<file path="config.mk">
export PLATFORM = sky130hd
export DESIGN_NAME = gram_orthogonality_residual
export DESIGN_NICKNAME = d
export VERILOG_FILES = /design/src/rtl/gor_pkg.sv /design/src/rtl/gor_ram.sv /design/src/rtl/gram_orthogonality_residual.sv
export SDC_FILE = /design/constraint.sdc
export NUM_CORES = 2
export LEC_CHECK = 0
export BUFFER_PORTS_ARGS = -buffer_cell sky130_fd_sc_hd__buf_2
export CAP_MARGIN = 0
export CORE_MARGIN = 5
export CORE_UTILIZATION = 25
export CTS_CLUSTER_SIZE = 28
export DETAILED_ROUTE_END_ITERATION = 8
export HOLD_SLACK_MARGIN = 0.12
export PLACE_DENSITY = 0.48
export SYNTH_ARGS = -nofsm -noshare
export SYNTH_HDL_FRONTEND = slang
export SYNTH_HIERARCHICAL = 1
export SYNTH_SLANG_ARGS = --single-unit
</file>
<file path="constraint.sdc">
create_clock -name clk -period 14 [get_ports clk]
set_input_delay 0.7 -clock clk [delete_from_list [all_inputs] [get_ports clk]]
set_output_delay 0.7 -clock clk [all_outputs]
set_load 0.005 [all_outputs]
</file>
<file path="src/rtl/gor_pkg.sv">
// Shared types and constants for the Gram orthogonality residual block.
`default_nettype none

package gor_pkg;

  // Field widths fixed by the interface.
  localparam int ELEM_W  = 16;
  localparam int VALUE_W = 40;
  localparam int IDX_W   = 6;

  // Q.14 truncation shift for the norm components.
  localparam int FRAC_SHIFT = 14;
  localparam int TRUNC_W    = VALUE_W - FRAC_SHIFT;
  localparam int SQ_W       = 2 * TRUNC_W;

  // Sum of squares width; covers every supported matrix size and is even for the root.
  localparam int SUMSQ_W = 58;

  localparam logic signed [VALUE_W-1:0] ONE_Q28   = VALUE_W'(64'sd268435456);
  localparam logic signed [VALUE_W-1:0] VALUE_MAX = {1'b0, {(VALUE_W-1){1'b1}}};

  // Largest root that still fits once shifted back up to Q12.28.
  localparam logic [SUMSQ_W-1:0] ROOT_MAX = SUMSQ_W'((64'd1 << (VALUE_W-1-FRAC_SHIFT)) - 64'd1);

  typedef enum logic [2:0] {
    S_LOAD,
    S_MAC,
    S_DRAIN,
    S_EMIT,
    S_SQUARE,
    S_ACCUM,
    S_ROOT,
    S_NORM
  } gor_state_t;

endpackage

`default_nettype wire

</file>
<file path="src/rtl/gor_ram.sv">
// Generic RAM with one write port and two registered read ports.
`default_nettype none

module gor_ram #(
  parameter int WIDTH = 16,
  parameter int DEPTH = 16
) (
  input  wire logic                     clk,
  input  wire logic                     we,
  input  wire logic [$clog2(DEPTH)-1:0] waddr,
  input  wire logic [WIDTH-1:0]         wdata,
  input  wire logic [$clog2(DEPTH)-1:0] raddr_a,
  input  wire logic [$clog2(DEPTH)-1:0] raddr_b,
  output logic      [WIDTH-1:0]         rdata_a,
  output logic      [WIDTH-1:0]         rdata_b
);

  logic [WIDTH-1:0] mem [DEPTH];

  // Write port.
  always_ff @(posedge clk) begin
    if (we) begin
      mem[waddr] <= wdata;
    end
  end

  // Registered reads.
  always_ff @(posedge clk) begin
    rdata_a <= mem[raddr_a];
    rdata_b <= mem[raddr_b];
  end

endmodule

`default_nettype wire

</file>
<file path="src/rtl/gram_orthogonality_residual.sv">
// Top level: matrix loader, shared multiply-accumulate sequencer and bit-serial square root.
// Loading takes one beat per cycle while in S_LOAD; the beat that completes the matrix
// starts the residual run. Each of the N(N+1)/2 row products runs on the single 16x16
// multiplier and the accumulator; the norm then takes SUMSQ_W/2 = 29 root steps.
// No new element is taken during a run. The output register lets the next matrix load while
// the norm beat waits. Synchronous reset clears the sequencer, load count and output valid.
`default_nettype none

module gram_orthogonality_residual #(
  parameter int MATRIX_DIM = 4
) (
  input  wire logic                                clk,
  input  wire logic                                rst,
  input  wire logic                                in_valid,
  output logic                                     in_ready,
  input  wire logic signed [gor_pkg::ELEM_W-1:0]   element_value,
  input  wire logic                                frame_start,
  output logic                                     out_valid,
  input  wire logic                                out_ready,
  output logic signed      [gor_pkg::VALUE_W-1:0]  result_value,
  output logic             [gor_pkg::IDX_W-1:0]    component_index,
  output logic                                     is_norm,
  output logic                                     last_result
);

  import gor_pkg::*;

  localparam int ELEM_COUNT = MATRIX_DIM * MATRIX_DIM;
  localparam int ADDR_W     = $clog2(ELEM_COUNT);
  localparam int CNT_W      = $clog2(ELEM_COUNT + 1);
  localparam int ROW_W      = $clog2(MATRIX_DIM);

  localparam logic [CNT_W-1:0]  CNT_FULL = CNT_W'(ELEM_COUNT);
  localparam logic [ROW_W-1:0]  ROW_LAST = ROW_W'(MATRIX_DIM - 1);
  localparam logic [ROW_W-1:0]  ROW_PENULT = ROW_W'(MATRIX_DIM - 2);
  localparam logic [ADDR_W-1:0] ROW_STEP = ADDR_W'(MATRIX_DIM);

  gor_state_t state, state_next;

  // Control decoded from the state.
  logic in_fire;
  logic issue;
  logic out_free;
  logic emit_term;
  logic emit_norm;
  logic last_pair;

  // Loader.
  logic [CNT_W-1:0]  load_count;
  logic [CNT_W-1:0]  load_count_next;
  logic [ADDR_W-1:0] waddr;

  // Pair sequencer.
  logic              diag;
  logic [ROW_W-1:0]  row_a;
  logic [ROW_W-1:0]  row_b;
  logic [ADDR_W-1:0] base_a;
  logic [ADDR_W-1:0] base_b;
  logic [ROW_W-1:0]  col;
  logic [IDX_W-1:0]  comp_idx;

  // Datapath.
  logic [ELEM_W-1:0]         rdata_a;
  logic [ELEM_W-1:0]         rdata_b;
  logic signed [ELEM_W-1:0]  elem_a;
  logic signed [ELEM_W-1:0]  elem_b;
  logic                      rd_pend;
  logic                      prod_pend;
  logic signed [2*ELEM_W-1:0] prod;
  logic signed [VALUE_W-1:0] acc;
  logic signed [VALUE_W-1:0] term_val;
  logic signed [TRUNC_W-1:0] trunc;
  logic signed [SQ_W-1:0]    sq;
  logic [SUMSQ_W-1:0]        sumsq;
  logic [SUMSQ_W-1:0]        sumsq_next;

  // Square root.
  logic [SUMSQ_W-1:0]        rem;
  logic [SUMSQ_W-1:0]        root;
  logic [SUMSQ_W-1:0]        root_bit;
  logic [SUMSQ_W-1:0]        trial;
  logic                      trial_ok;
  logic signed [VALUE_W-1:0] norm_val;

  // Next state.
  always_comb begin
    state_next = state;
    unique case (state)
      S_LOAD: begin
        if (in_fire && load_count_next == CNT_FULL) begin
          state_next = S_MAC;
        end
      end
      S_MAC: begin
        if (col == ROW_LAST) begin
          state_next = S_DRAIN;
        end
      end
      S_DRAIN: begin
        if (!rd_pend && !prod_pend) begin
          state_next = S_EMIT;
        end
      end
      S_EMIT: begin
        if (out_free) begin
          state_next = S_SQUARE;
        end
      end
      S_SQUARE: state_next = S_ACCUM;
      S_ACCUM: begin
        state_next = last_pair ? S_ROOT : S_MAC;
      end
      S_ROOT: begin
        if (root_bit[0]) begin
          state_next = S_NORM;
        end
      end
      S_NORM: begin
        if (out_free) begin
          state_next = S_LOAD;
        end
      end
      default: state_next = S_LOAD;
    endcase
  end

  // Control outputs.
  always_comb begin
    in_ready  = (state == S_LOAD);
    in_fire   = in_ready && in_valid;
    issue     = (state == S_MAC);
    out_free  = !out_valid || out_ready;
    emit_term = (state == S_EMIT) && out_free;
    emit_norm = (state == S_NORM) && out_free;
    last_pair = !diag && (row_a == ROW_PENULT) && (row_b == ROW_LAST);
  end

  always_ff @(posedge clk) begin
    if (rst) begin
      state <= S_LOAD;
    end else begin
      state <= state_next;
    end
  end

  // Element loader; a frame start or a completed matrix restarts at element zero.
  assign waddr           = frame_start ? '0 : load_count[ADDR_W-1:0];
  assign load_count_next = CNT_W'(waddr) + CNT_W'(1);

  always_ff @(posedge clk) begin
    if (rst) begin
      load_count <= '0;
    end else if (in_fire) begin
      load_count <= (load_count_next == CNT_FULL) ? '0 : load_count_next;
    end
  end

  gor_ram #(
    .WIDTH (ELEM_W),
    .DEPTH (ELEM_COUNT)
  ) u_store (
    .clk     (clk),
    .we      (in_fire),
    .waddr   (waddr),
    .wdata   (element_value),
    .raddr_a (base_a + ADDR_W'(col)),
    .raddr_b (base_b + ADDR_W'(col)),
    .rdata_a (rdata_a),
    .rdata_b (rdata_b)
  );

  // Row pair walk: diagonal pairs first, then upper pairs in row order.
  always_ff @(posedge clk) begin
    if (rst) begin
      diag     <= 1'b1;
      row_a    <= '0;
      row_b    <= '0;
      base_a   <= '0;
      base_b   <= '0;
      col      <= '0;
      comp_idx <= '0;
    end else if (in_fire) begin
      diag     <= 1'b1;
      row_a    <= '0;
      row_b    <= '0;
      base_a   <= '0;
      base_b   <= '0;
      col      <= '0;
      comp_idx <= '0;
    end else begin
      if (issue) begin
        col <= (col == ROW_LAST) ? '0 : col + ROW_W'(1);
      end
      if (emit_term) begin
        comp_idx <= comp_idx + IDX_W'(1);
      end
      if (state == S_ACCUM && !last_pair) begin
        if (diag) begin
          if (row_a == ROW_LAST) begin
            diag   <= 1'b0;
            row_a  <= '0;
            row_b  <= ROW_W'(1);
            base_a <= '0;
            base_b <= ROW_STEP;
          end else begin
            row_a  <= row_a + ROW_W'(1);
            row_b  <= row_b + ROW_W'(1);
            base_a <= base_a + ROW_STEP;
            base_b <= base_b + ROW_STEP;
          end
        end else if (row_b == ROW_LAST) begin
          row_a  <= row_a + ROW_W'(1);
          row_b  <= row_a + ROW_W'(2);
          base_a <= base_a + ROW_STEP;
          base_b <= base_a + ROW_STEP + ROW_STEP;
        end else begin
          row_b  <= row_b + ROW_W'(1);
          base_b <= base_b + ROW_STEP;
        end
      end
    end
  end

  // Shared multiplier and accumulator pipeline.
  assign elem_a = signed'(rdata_a);
  assign elem_b = signed'(rdata_b);

  always_ff @(posedge clk) begin
    if (rst) begin
      rd_pend   <= 1'b0;
      prod_pend <= 1'b0;
    end else begin
      rd_pend   <= issue;
      prod_pend <= rd_pend;
    end
  end

  always_ff @(posedge clk) begin
    if (rd_pend) begin
      prod <= elem_a * elem_b;
    end
    if (in_fire || state == S_ACCUM) begin
      acc <= '0;
    end else if (prod_pend) begin
      acc <= acc + VALUE_W'(prod);
    end
  end

  // Diagonal terms drop the identity and halve, rounding toward minus infinity.
  always_comb begin
    if (diag) begin
      term_val = (acc - ONE_Q28) >>> 1;
    end else begin
      term_val = acc;
    end
  end

  // Squares of the Q.14 components are summed for the norm.
  assign sumsq_next = sumsq + SUMSQ_W'($unsigned(sq));

  always_ff @(posedge clk) begin
    if (emit_term) begin
      trunc <= TRUNC_W'(term_val >>> FRAC_SHIFT);
    end
    if (state == S_SQUARE) begin
      sq <= trunc * trunc;
    end
    if (in_fire) begin
      sumsq <= '0;
    end else if (state == S_ACCUM) begin
      sumsq <= sumsq_next;
    end
  end

  // Bit-serial floor square root, two radicand bits per step.
  assign trial    = root + root_bit;
  assign trial_ok = (rem >= trial);

  always_ff @(posedge clk) begin
    if (state == S_ACCUM) begin
      rem      <= sumsq_next;
      root     <= '0;
      root_bit <= SUMSQ_W'(1) << (SUMSQ_W - 2);
    end else if (state == S_ROOT) begin
      if (trial_ok) begin
        rem  <= rem - trial;
        root <= (root >> 1) + root_bit;
      end else begin
        root <= root >> 1;
      end
      root_bit <= root_bit >> 2;
    end
  end

  // The norm saturates at the largest Q12.28 value.
  always_comb begin
    if (root > ROOT_MAX) begin
      norm_val = VALUE_MAX;
    end else begin
      norm_val = VALUE_W'(root) <<< FRAC_SHIFT;
    end
  end

  // Output register.
  always_ff @(posedge clk) begin
    if (rst) begin
      out_valid <= 1'b0;
    end else if (emit_term || emit_norm) begin
      out_valid <= 1'b1;
    end else if (out_ready) begin
      out_valid <= 1'b0;
    end
  end

  always_ff @(posedge clk) begin
    if (emit_term) begin
      result_value    <= term_val;
      component_index <= comp_idx;
      is_norm         <= 1'b0;
      last_result     <= 1'b0;
    end else if (emit_norm) begin
      result_value    <= norm_val;
      component_index <= '0;
      is_norm         <= 1'b1;
      last_result     <= 1'b1;
    end
  end

endmodule

`default_nettype wire

</file>
==> metrics <==
# nets final 8379; P_int 5.956 mW; number of flops mapped to enable cells by yosys 469; syn_area_per_cell 10.18 um^2; cell taking the most area after synthesis fa_1; Final Cell Area 79080 um^2; Worst setup SP type flop; WL per Instance 18.99 um; Clk pwr share 0.245; crit end category flop; I/O Pins 71; Synth Register Bits 715; Max stage delay on crit path 710 ps; Yosys cell types 102; post_cts resized 0; Synth area leaders fa_1 (26%), edfxtp_1 (20%), ha_1 (7.9%); multi-input logic area 47260 um^2; die width 545.0 um; Via density 4.645; Comb power frac 0.482; RSZ-0062 raised after global routing no; PD cells 119.9 nW/um^2; mapped cell area 71570 um^2; Worst-path clk slew 60 ps; cts hold-fix bufs 0; Synth Flop Type edfxtp_1; Synth Area in Simple Gates 0.1154; max-capacitance violation count 0; pin count of the biggest net entering global routing 88; clock sinks 715; Post-Route WL 205500 um; XOR/XNOR Fraction of Synth Area 0.04002; area share of fa/ha/maj cells after synthesis 0.3368; Detail Route Antenna Nets 0; initial antenna violation count 14; leak pwr 34.16 nW; Compound-Gate Fraction of Synth Area 0.1126; gr usage total 0.1387; Root Driver clkbuf_16; total nets after synthesis 8428; Critical Path AT 8450 ps; Post-synth ARST share 0; Post-CTS Setup Inserts 0; initial DRC count 3104; Layout Area Growth over Synthesis 10.50%; fin crit period 8016 ps; first-pass GRT wire length 321600 um; Switch Pwr 3.526 mW; via count 50270; Initial Utilization 0.2509; area of the die 297100 um^2; Min-Delay Path Class input pin to flop; final period utilization 0.5726; share of cells above drive strength 1 0.06973; TritonCTS clock tree built; Worst VDD drop 288.2 uV; WS Path Type flop to flop; clock skew 34.48 ps; Slew Limit Fails 0; gr ovfl total 0; Mapped Cells 7033; synth warn 6; worst slew pin tran 1063 ps; Max Root-Sink Buffers 3; Final setup viols 0; DIE HEIGHT 545.0 um; Critical Path Most Common Cell fa_1; drt pass-1 iters 6; IO buf count 70; Slowest cell on crit path fa_1; Rel. slew slack 0.2729; largest family of logic cells by synthesized area adder cells; Rows 196; Crit Path Max Fanout 51; CTS H-Tree Depth 3; Fmax 124.7 MHz; Area after DPL 76190 um^2; status completed; register area 19020 um^2; Core ar. 285200 um^2; DRC errors left 0; fillers 29860; vias in the first global route 53290; Final Hold Viols 0; dpl hpwl 154500 um; Skew-Pair Late Insertion Delay 710 ps; Total Neg Setup Slack 0 ps; mux contribution to synthesized area 0.05325; area share of the largest cell type after synthesis 0.2576; Worst EP required 14430 ps; Reg power frac 0.272; post-synthesis sequential area ratio 0.2656; CTS Buf Count 86; Sw Ratio 0.3719; GP Congestion 0.8518
layout make-up:
class | count | share of cell area
antenna | 4 | 0.0001266
tap | 3762 | 0.05952
sequential | 715 | 0.2405
multi-input combinational | 4899 | 0.5977
inverter | 1132 | 0.05373
timing repair buffer | 150 | 0.01202
clock buffer | 118 | 0.03042
clock inverter | 42 | 0.006060
worst max-delay path: cells and delay by family, from the launching register on:
family / cells / cell delay [ps]
AOI/OAI and AO/OA: 6 / 1420
and+or+nand+nor: 4 / 700
buffers and inverters: 6 / 980
adders and majority gates: 8 / 4140
DFF: 1 / 320
xor gates and xnor gates: 1 / 140
metrics by stage:
step | setup slack [ps] | utilization | power, mW | cells | hold WS, ps
4_1_cts | 6002 | 0.2772 | 9.646 | 10820 | 310.4
2_1_floorplan | 4772 | - | 6.195 | 7033 | 426.2
3_5_place_dp | 6057 | 0.2671 | 7.265 | 10660 | 438.1
6_report | 5984 | 0.2773 | 9.482 | 10820 | 376.7
5_1_grt | 5539 | 0.2773 | 10.38 | 10820 | 345.0
3_3_place_gp | 6045 | 0.2671 | 7.172 | 10660 | 435.1
sequential cells by signal (all words and copies together), names as in the netlist, 16 cells and up:
name	flops
acc	40
prod	32
rem	58
result_value	40
root	58
root_bit	29
sq	51
sumsq	58
trunc	26
u_store/mem	256
u_store/rdata_a	16
u_store/rdata_b	16
cell usage after synthesis, types with 73 or more instances:
cell type	count
inv_1	1130
nor2_1	274
dfxtp_1	246
a21o_1	162
nand2_1	748
ha_1	453
o21ai_0	233
xnor2_1	193
and2_1	278
xor2_1	134
a31oi_1	73
clkbuf_1	226
a21oi_1	350
edfxtp_1	469
fa_1	921
mux4_2	105
nor3_1	94
worst paths after layout:
check | startpoint | end | slack [ps] | depth (start not counted)
worst min-delay path | element_value[9] | u_store/mem[7][9] | 380 | 1
worst min register to register | sumsq[22] | sumsq[22] | 440 | 2
worst max register to register | trunc[25] | sq[51] | 5980 | 25
worst max-delay path | trunc[25] | sq[51] | 5980 | 25
cell usage in the layout, fill, tap and decap left out, types with 57 or more instances in the layout:
cell type,n
ha_1,452
a31oi_1,73
nand2_1,747
edfxtp_1,469
a22oi_1,68
nor2b_1,57
xor2_1,134
xnor2_1,193
mux2i_1,62
clkbuf_16,89
inv_1,1128
mux4_2,105
nor2_1,261
nand3_1,63
fa_1,921
dfxtp_1,242
a21oi_1,350
o21ai_0,232
nor3_1,88
buf_4,80
and2_1,278
buf_2,70
a21o_1,162
power groups by stage:
stage | Sequential (mW) | Combinational [mW] | Clock, mW
after detailed placement | 2.63 | 4.64 | 0
after global placement | 2.62 | 4.55 | 0
after CTS | 2.58 | 4.67 | 2.40
after global routing | 2.58 | 5.31 | 2.48
after floorplan | 2.60 | 3.60 | 0
final | 2.58 | 4.57 | 2.33
kinds of logic (layout without fill, tap and decap cells):
kind of cell,count (synthesis),in the layout
AO/OA/AOI/OAI,1241,1241
XOR/XNOR,327,327
adder cells (fa/ha/maj),1374,1374
buffers and inverters,1419,1442
flip-flops,715,715
multiplexers,210,210
other,0,4
AND/OR/NAND/NOR,1747,1747
layer usage:
layer	vias up	GRT usage	routed length [um]
met1	25480	0.1825	90400
met2	1102	0.2402	100400
li1	23410	-	-
met5	-	0	21
met4	4	0.03840	6471
met3	268	0.01654	8220
No activity file was read; power rests on OpenSTA's default activity.
